## src/sv/pecs_pkg.sv

```systemverilog
// Types, codes and the reset image shared by the configuration space block.
package pecs_pkg;

  typedef enum logic [2:0] {
    CMD_CFG_RD = 3'd0,
    CMD_CFG_WR = 3'd1,
    CMD_MEM_RD = 3'd2,
    CMD_MEM_WR = 3'd3,
    CMD_IO_RD  = 3'd4,
    CMD_IO_WR  = 3'd5
  } pecs_op_t;

  typedef enum logic [1:0] {
    ST_INIT,
    ST_IDLE,
    ST_EXEC
  } pecs_state_t;

  typedef struct packed {
    logic init_step;
    logic accept;
    logic finish;
  } pecs_cmd_t;

  typedef struct packed {
    logic init_last;
  } pecs_sts_t;

  localparam logic [2:0] CFG_BAR0_SIZE = 3'd0;
  localparam logic [2:0] CFG_BAR_RD_EN = 3'd6;
  localparam logic [2:0] CFG_BAR_WR_EN = 3'd7;

  localparam logic [63:0] BAR_REG_FIRST = 64'h10;
  localparam logic [63:0] BAR_REG_LAST  = 64'h24;
  localparam logic [63:0] ROM_REG       = 64'h30;
  localparam logic [63:0] ALL_ONES      = '1;

  localparam int unsigned IMG_ADDR_W = 12;

  function automatic logic [7:0] image_byte(input logic [IMG_ADDR_W-1:0] a);
    logic [7:0] v;
    case (a)
      12'h006: v = 8'h10;
      12'h00A: v = 8'h80;
      12'h00B: v = 8'h11;
      12'h034: v = 8'h40;
      12'h040: v = 8'h05;
      12'h042: v = 8'h01;
      default: v = 8'h00;
    endcase
    return v;
  endfunction

endpackage

```

## src/sv/pecs_ctrl.sv

```systemverilog
// Controller: reset fill sequencing, input and result handshakes.
module pecs_ctrl import pecs_pkg::*; (
  input  logic      clk,
  input  logic      rst_n,
  input  logic      in_valid,
  output logic      in_stall,
  output logic      out_valid,
  input  logic      out_stall,
  output pecs_cmd_t cmd,
  input  pecs_sts_t sts
);

  pecs_state_t state_r, state_nxt;
  logic        out_valid_r, out_valid_nxt;

  always_ff @(posedge clk) begin
    if (!rst_n) begin
      state_r     <= ST_INIT;
      out_valid_r <= 1'b0;
    end else begin
      state_r     <= state_nxt;
      out_valid_r <= out_valid_nxt;
    end
  end

  always_comb begin
    state_nxt     = state_r;
    cmd           = '0;
    in_stall      = 1'b1;
    out_valid_nxt = out_valid_r && out_stall;
    case (state_r)
      ST_INIT: begin
        cmd.init_step = 1'b1;
        if (sts.init_last) begin
          state_nxt = ST_IDLE;
        end
      end
      ST_IDLE: begin
        in_stall = 1'b0;
        if (in_valid) begin
          cmd.accept = 1'b1;
          state_nxt  = ST_EXEC;
        end
      end
      ST_EXEC: begin
        if (!out_valid_r || !out_stall) begin
          cmd.finish    = 1'b1;
          out_valid_nxt = 1'b1;
          state_nxt     = ST_IDLE;
        end
      end
      default: begin
        state_nxt = ST_INIT;
      end
    endcase
  end

  assign out_valid = out_valid_r;

endmodule

```

## src/sv/pecs_datapath.sv

```systemverilog
// Datapath: BAR registers, banked configuration store and result registers.
module pecs_datapath import pecs_pkg::*; #(
  parameter int CONFIG_BYTES = 256,
  parameter int BAR_COUNT    = 6
) (
  input  logic        clk,
  input  logic        rst_n,
  input  pecs_cmd_t   cmd,
  output pecs_sts_t   sts,
  input  logic        cfg_wr_en,
  input  logic [2:0]  cfg_index,
  input  logic [31:0] cfg_wdata,
  input  logic [2:0]  in_cmd,
  input  logic [63:0] in_address,
  input  logic [2:0]  in_bar_index,
  input  logic [3:0]  in_access_width,
  input  logic [63:0] in_write_data,
  output logic        out_reply_valid,
  output logic [63:0] out_reply_data,
  output logic        out_forward_read,
  output logic        out_forward_write,
  output logic [2:0]  out_forward_bar,
  output logic [63:0] out_forward_address,
  output logic [3:0]  out_forward_width,
  output logic [63:0] out_forward_data
);

  localparam int AW   = $clog2(CONFIG_BYTES);
  localparam int RW   = AW - 2;
  localparam int ROWS = (CONFIG_BYTES + 3) / 4;

  logic [31:0] bar_size_r [BAR_COUNT];
  logic [5:0]  bar_rd_en_r, bar_wr_en_r;
  logic [RW-1:0] init_row_r;

  logic [2:0]  cmd_r;
  logic [63:0] addr_r;
  logic [2:0]  bar_r;
  logic [3:0]  width_r;
  logic [63:0] data_r;
  wire  [3:0][7:0] rd_byte;

  function automatic logic [31:0] size_of(input logic [2:0] idx);
    logic [31:0] s;
    s = '0;
    for (int i = 0; i < BAR_COUNT; i++) begin
      if (idx == 3'(i)) begin
        s = bar_size_r[i];
      end
    end
    return s;
  endfunction

  function automatic logic [RW-1:0] lane_row(input logic [AW-1:0] a, input logic [1:0] b);
    return a[AW-1:2] + RW'(b < a[1:0]);
  endfunction

  always_ff @(posedge clk) begin
    if (!rst_n) begin
      for (int i = 0; i < BAR_COUNT; i++) begin
        bar_size_r[i] <= '0;
      end
      bar_rd_en_r <= '0;
      bar_wr_en_r <= '0;
      init_row_r  <= '0;
    end else begin
      if (cfg_wr_en) begin
        for (int i = 0; i < BAR_COUNT; i++) begin
          if (cfg_index == CFG_BAR0_SIZE + 3'(i)) begin
            bar_size_r[i] <= cfg_wdata;
          end
        end
        if (cfg_index == CFG_BAR_RD_EN) begin
          bar_rd_en_r <= cfg_wdata[5:0];
        end
        if (cfg_index == CFG_BAR_WR_EN) begin
          bar_wr_en_r <= cfg_wdata[5:0];
        end
      end
      if (cmd.init_step) begin
        init_row_r <= init_row_r + RW'(1);
      end
    end
  end

  assign sts.init_last = (init_row_r == RW'(ROWS - 1));

  always_ff @(posedge clk) begin
    if (cmd.accept) begin
      cmd_r   <= in_cmd;
      addr_r  <= in_address;
      bar_r   <= in_bar_index;
      width_r <= in_access_width;
      data_r  <= in_write_data;
    end
  end

  logic        width_ok, addr_in, fits, bar_reg_hit, bar_wr, gen_wr;
  logic [AW:0] addr_end;
  logic [2:0]  wr_bar;
  logic [31:0] wr_bar_size, bar_val;

  always_comb begin
    width_ok    = (width_r == 4'd1) || (width_r == 4'd2) || (width_r == 4'd4);
    addr_in     = (addr_r[63:AW] == '0) &&
                  ({1'b0, addr_r[AW-1:0]} < (AW+1)'(CONFIG_BYTES));
    addr_end    = (AW+1)'(addr_r[AW-1:0]) + (AW+1)'(width_r);
    fits        = addr_in && (addr_end <= (AW+1)'(CONFIG_BYTES));
    bar_reg_hit = (addr_r >= BAR_REG_FIRST) && (addr_r <= BAR_REG_LAST);
    wr_bar      = 3'(addr_r[5:2] - 4'd4);
    wr_bar_size = size_of(wr_bar);
    bar_val     = data_r[31:0] & ~(wr_bar_size - 32'd1);
    bar_wr      = (cmd_r == CMD_CFG_WR) && bar_reg_hit && (wr_bar_size != '0);
    gen_wr      = (cmd_r == CMD_CFG_WR) && !bar_reg_hit && (addr_r != ROM_REG) &&
                  width_ok && fits;
  end

  for (genvar b = 0; b < 4; b++) begin : g_bank
    logic [7:0]    mem [ROWS];
    logic [RW-1:0] rd_row, wr_row;
    logic          wr_en;
    logic [7:0]    wr_byte;
    logic [1:0]    lane;
    logic [7:0]    rd_byte_r;

    always_comb begin
      rd_row  = lane_row(in_address[AW-1:0], 2'(b));
      lane    = 2'(b) - addr_r[1:0];
      wr_en   = 1'b0;
      wr_row  = init_row_r;
      wr_byte = image_byte(IMG_ADDR_W'({init_row_r, 2'(b)}));
      if (cmd.init_step) begin
        wr_en = 1'b1;
      end else if (cmd.finish && bar_wr) begin
        wr_en   = 1'b1;
        wr_row  = RW'(addr_r[5:2]);
        wr_byte = bar_val[8*b +: 8];
      end else if (cmd.finish && gen_wr) begin
        wr_en   = (4'(lane) < width_r);
        wr_row  = lane_row(addr_r[AW-1:0], 2'(b));
        wr_byte = data_r[{lane, 3'b000} +: 8];
      end
    end

    always_ff @(posedge clk) begin
      if (wr_en) begin
        mem[wr_row] <= wr_byte;
      end
      if (cmd.accept) begin
        rd_byte_r <= mem[rd_row];
      end
    end

    assign rd_byte[b] = rd_byte_r;
  end

  logic [3:0][7:0] ld_byte;
  logic [63:0]     ld_val;
  logic            rd_ok, wr_ok;
  logic [7:0]      rd_en_ext, wr_en_ext;
  logic            res_reply_valid, res_fwd_rd, res_fwd_wr;
  logic [63:0]     res_reply_data, res_fwd_addr, res_fwd_data;
  logic [2:0]      res_fwd_bar;
  logic [3:0]      res_fwd_width;

  always_comb begin
    for (int i = 0; i < 4; i++) begin
      ld_byte[i] = rd_byte[2'(i) + addr_r[1:0]];
    end
    case (width_r)
      4'd1:    ld_val = {56'd0, ld_byte[0]};
      4'd2:    ld_val = {48'd0, ld_byte[1], ld_byte[0]};
      default: ld_val = {32'd0, ld_byte};
    endcase
    rd_en_ext = {2'b00, bar_rd_en_r};
    wr_en_ext = {2'b00, bar_wr_en_r};
    rd_ok     = (size_of(bar_r) != '0) && rd_en_ext[bar_r];
    wr_ok     = (size_of(bar_r) != '0) && wr_en_ext[bar_r];

    res_reply_valid = 1'b0;
    res_reply_data  = '0;
    res_fwd_rd      = 1'b0;
    res_fwd_wr      = 1'b0;
    res_fwd_bar     = '0;
    res_fwd_addr    = '0;
    res_fwd_width   = '0;
    res_fwd_data    = '0;
    case (cmd_r)
      CMD_CFG_RD: begin
        res_reply_valid = 1'b1;
        res_reply_data  = (width_ok && fits) ? ld_val : ALL_ONES;
      end
      CMD_MEM_RD: begin
        res_reply_valid = 1'b1;
        res_reply_data  = ALL_ONES;
        if (rd_ok) begin
          res_reply_data = '0;
          res_fwd_rd     = 1'b1;
          res_fwd_bar    = bar_r;
          res_fwd_addr   = addr_r;
          res_fwd_width  = width_r;
        end
      end
      CMD_MEM_WR: begin
        if (wr_ok) begin
          res_fwd_wr    = 1'b1;
          res_fwd_bar   = bar_r;
          res_fwd_addr  = addr_r;
          res_fwd_width = width_r;
          res_fwd_data  = data_r;
        end
      end
      CMD_IO_RD: begin
        res_reply_valid = 1'b1;
        res_reply_data  = ALL_ONES;
      end
      default: begin
        res_reply_valid = 1'b0;
      end
    endcase
  end

  always_ff @(posedge clk) begin
    if (cmd.finish) begin
      out_reply_valid     <= res_reply_valid;
      out_reply_data      <= res_reply_data;
      out_forward_read    <= res_fwd_rd;
      out_forward_write   <= res_fwd_wr;
      out_forward_bar     <= res_fwd_bar;
      out_forward_address <= res_fwd_addr;
      out_forward_width   <= res_fwd_width;
      out_forward_data    <= res_fwd_data;
    end
  end

endmodule

```

## src/sv/pcie_endpoint_config_space.sv

```systemverilog
// Top level of the PCI endpoint configuration space and transaction decoder.
//
//   channel | direction | handshake             | payload
//   in      | input     | in_valid / in_stall   | cmd, address, bar_index, width, data
//   out     | output    | out_valid / out_stall | reply and forwarded access
//   cfg     | input     | cfg_wr_en             | cfg_index, cfg_wdata
//
// Each beat is registered while the four byte banks are read; the result is then
// formed and the banks written as the result register is loaded.
// A new beat is taken while the previous result waits, but it completes only once
// the result register is free, so a stalled output holds the block after one beat.
// After reset the store is filled with the header image, one dword row a cycle,
// up to the last of its (CONFIG_BYTES + 3) / 4 rows; configuration writes are taken meanwhile.
module pcie_endpoint_config_space import pecs_pkg::*; #(
  parameter int CONFIG_BYTES = 256,
  parameter int BAR_COUNT    = 6
) (
  input  logic        clk,
  input  logic        rst_n,
  input  logic        cfg_wr_en,
  input  logic [2:0]  cfg_index,
  input  logic [31:0] cfg_wdata,
  input  logic        in_valid,
  output logic        in_stall,
  input  logic [2:0]  in_cmd,
  input  logic [63:0] in_address,
  input  logic [2:0]  in_bar_index,
  input  logic [3:0]  in_access_width,
  input  logic [63:0] in_write_data,
  output logic        out_valid,
  input  logic        out_stall,
  output logic        out_reply_valid,
  output logic [63:0] out_reply_data,
  output logic        out_forward_read,
  output logic        out_forward_write,
  output logic [2:0]  out_forward_bar,
  output logic [63:0] out_forward_address,
  output logic [3:0]  out_forward_width,
  output logic [63:0] out_forward_data
);

  pecs_cmd_t cmd;
  pecs_sts_t sts;

  pecs_ctrl u_ctrl (
    .clk       (clk),
    .rst_n     (rst_n),
    .in_valid  (in_valid),
    .in_stall  (in_stall),
    .out_valid (out_valid),
    .out_stall (out_stall),
    .cmd       (cmd),
    .sts       (sts)
  );

  pecs_datapath #(
    .CONFIG_BYTES (CONFIG_BYTES),
    .BAR_COUNT    (BAR_COUNT)
  ) u_datapath (
    .clk                 (clk),
    .rst_n               (rst_n),
    .cmd                 (cmd),
    .sts                 (sts),
    .cfg_wr_en           (cfg_wr_en),
    .cfg_index           (cfg_index),
    .cfg_wdata           (cfg_wdata),
    .in_cmd              (in_cmd),
    .in_address          (in_address),
    .in_bar_index        (in_bar_index),
    .in_access_width     (in_access_width),
    .in_write_data       (in_write_data),
    .out_reply_valid     (out_reply_valid),
    .out_reply_data      (out_reply_data),
    .out_forward_read    (out_forward_read),
    .out_forward_write   (out_forward_write),
    .out_forward_bar     (out_forward_bar),
    .out_forward_address (out_forward_address),
    .out_forward_width   (out_forward_width),
    .out_forward_data    (out_forward_data)
  );

endmodule

```

## config.mk

```make
export PLATFORM = sky130hd
export DESIGN_NAME = pcie_endpoint_config_space
export DESIGN_NICKNAME = d
export VERILOG_FILES = /design/src/sv/pecs_pkg.sv /design/src/sv/pecs_ctrl.sv /design/src/sv/pecs_datapath.sv /design/src/sv/pcie_endpoint_config_space.sv
export SDC_FILE = /design/constraint.sdc
export NUM_CORES = 2
export LEC_CHECK = 0
export BUFFER_PORTS_ARGS = -buffer_cell sky130_fd_sc_hd__buf_2
export CORE_UTILIZATION = 35
export DETAILED_ROUTE_END_ITERATION = 8
export SYNTH_ARGS = -nofsm -noshare
export SYNTH_HDL_FRONTEND = slang
export SYNTH_SLANG_ARGS = --single-unit
```

## constraint.sdc

```tcl
create_clock -name clk -period 19.5 [get_ports clk]
set_clock_uncertainty 0.2 [all_clocks]
set_input_delay 5.85 -clock clk [delete_from_list [all_inputs] [get_ports clk]]
set_output_delay 5.85 -clock clk [all_outputs]
set_load 0.005 [all_outputs]
```

==> metrics.txt <==
Area contributors post-synth edfxtp_1, mux4_2, and2_1, nor4_1, mux2i_1; Worst Path Arrival 10.61 ns; Post-synth EDFFs 2581; Max-Slew Margin vs Limit 0.0982; critical path peak fanout 45; sequential area share after synthesis 0.740; most frequent cells in the layout edfxtp_1, mux4_2, buf_2; GPL Wtd Cong 0.855; H-tree levels 5; Post-Syn Area 105000 sq um; Root Buffer clkbuf_16; HP Class flop to flop; Tcrit/Tclk final 0.525; Ports 382; Leak 39.8 nW; Cell Pwr Density 97.4 nW/um^2; placement row count 201; 1st-iter DRT viols 5915; CTS-repair resized insts 0; Yosys top cell by area edfxtp_1; max-slew violation count 0; Total Routing Usage GR 0.183; Reg clk slew, reported paths 0.06 ns; Final Net Count 5953; total power draw 11.9 mW; Sw Share 0.212; final hold vios 0; TritonCTS Sinks 2602; largest net degree at the start of global routing 81; Post-CTS Hold Fix Bufs 0; failing checks design-rule violations; Pre-antenna DRT Iters 8; CTS tree yes; Ys Warns 0; Syn Area/Cell 20.4 sq um; die height 551 um; Clock power frac 0.432; startpoint types input port; ys flop type edfxtp_1; RSZ-0062 raised after global routing no; Yosys top cell area share 0.736; Setup violations, final 0; element type at the critical path end flop; Clock Latency Late Sink 0.88 ns; HPWL after DPL 182000 um; Vias 54200; initial antenna violation count 22; fmax 97.8 MHz; Top Metal Used met5; Required @ worst endpoint 19.88 ns; met1 WL 112000 um; setup_tns 0 ns; Setup CP Type input port to flop; fin crit period 10.23 ns; core footprint 300000 sq um; Mapped Nets 5378; count of cell types in the netlist 77; initial core utilization 0.352; sequential share of power 0.519; DRC 3; Vias/cell 5.47; Synth Register Bits 2602; wire length per cell 28.3 um; status complete, but fails checks; DIE WIDTH 551 um; metal2 WL 138000 um; postcts setup bufs 0; Bufs on Longest Clock Path 4; die area 303000 sq um; combinational share of power 0.049; number of buffers added on ports 381; share of layout cells above drive strength 1 0.315; fraction of registers with async set/reset 0; first-pass GRT wire length 402000 um; fillcell total 26100; routed wl met3 20300 um; NetSw 2.52 mW; maximum vdd drop 0.0648 mV; vias in the first global route 54600; measured slew at the worst slew-check pin 1.34 ns; Final ANT Viol Nets 0; Internal 9.37 mW; Congestion Overflow GR 0; TritonCTS buffer count 274; Mapped Cells 5170; commonest non-fill, non-tap cell in the layout edfxtp_1; drt total wl 281000 um; Max Cap Viol 0; area delta synth->final 15.8%
critical path, cell delays in order:
cell and delay, ns:
buf_2 0.15, or2_2 0.33, ha_4 0.87, buf_4 0.83, buf_4 0.74, mux4_2 0.64
mux4_2 0.53, mux4_2 0.48
synth_stat cells (all sizes together), types with 9 or more instances:
cell and count:
edfxtp 2581, mux4 717, and2 347, clkbuf 210, nor4 208, nand2 136
buf 131, nor2 121, mux2i 98, nor3 68, o21ai 53, o211ai 42
nand3 37, nand4 33, a21oi 32, mux2 30, xnor2 30, xor2 30
ha 28, a32o 22, dfxtp 21, a22oi 20, inv 20, nor2b 20
nand2b 19, o22ai 13, or2 11, and3 9
through the flow:
stage	utilization	hold slack, ns	instance area [sq um]	cells	setup WS, ns
after global routing	0.407	0.327	122000	9908	8.91
after detailed placement	0.378	0.302	113000	9427	8.29
after global placement	0.378	0.295	113000	9427	8.32
after floorplan	-	0.280	105000	5170	3.39
after CTS	0.407	0.316	122000	9903	9.18
final	0.407	0.317	122000	9913	9.27
per-layer routing:
metal  up-vias  GRT usage
li1      22700          -
met4        12     0.0637
met2      2310      0.306
met1     28700      0.241
met3       468     0.0321
met5         -          0
logic make-up after synthesis:
logic type      after synthesis  synth area share
xor+xnor                     60           0.00499
simple gates               1030            0.0543
buf+inv                     362            0.0150
compound gates              240            0.0162
fa+ha+maj                    31           0.00380
mux                         845             0.166
flops                      2602             0.740
layout make-up:
cell class | count | area [sq um] | share of cell area
flip-flops and latches | 2602 | 77900 | 0.639
multi-input cells | 2206 | 26500 | 0.217
clock buffers | 325 | 7130 | 0.0585
well taps | 3958 | 4950 | 0.0406
repair buffers | 640 | 3870 | 0.0317
clock inverters | 151 | 1570 | 0.0129
inverters | 21 | 78.8 | 0.000646
diodes | 10 | 25.0 | 0.000205
worst paths after layout:
check / to / from / depth (start not counted) / slack, ns
max: u_datapath.g_bank[0].rd_byte_r[3] / in_address[0] / 8 / 9.27
min: u_datapath.out_forward_data[34] / u_datapath.data_r[34] / 1 / 0.32
max reg2reg: u_datapath.g_bank[0].mem[11][0] / u_datapath.addr_r[2] / 12 / 11.70
min reg2reg: u_datapath.out_forward_data[34] / u_datapath.data_r[34] / 1 / 0.32
sequential cells by signal (all words and copies together) (netlist names), 2 cells and up:
signal and flops:
u_datapath.g_bank.rd_byte_r 32, u_datapath.width_r 4, u_datapath.init_row_r 6, u_datapath.bar_r 3
u_datapath.data_r 64, u_datapath.bar_rd_en_r 6, u_datapath.bar_wr_en_r 6, u_datapath.out_forward_bar 3
u_datapath.bar_size_r 192, u_datapath.out_forward_address 64, u_ctrl.state_r 2, u_datapath.cmd_r 3
u_datapath.out_reply_data 33, u_datapath.out_forward_data 64, u_datapath.out_forward_width 4, u_datapath.g_bank.mem 2048
u_datapath.addr_r 64
power by group through the flow:
stage / clock (mW) / sequential (mW) / combinational [mW]
3_3_place_gp: 0 / 6.28 / 0.584
2_1_floorplan: 0 / 6.28 / 0.376
6_report: 5.13 / 6.17 / 0.585
4_1_cts: 5.23 / 6.17 / 0.593
5_1_grt: 5.43 / 6.17 / 0.617
3_5_place_dp: 0 / 6.28 / 0.591
Power figures use the tool's default switching activity.
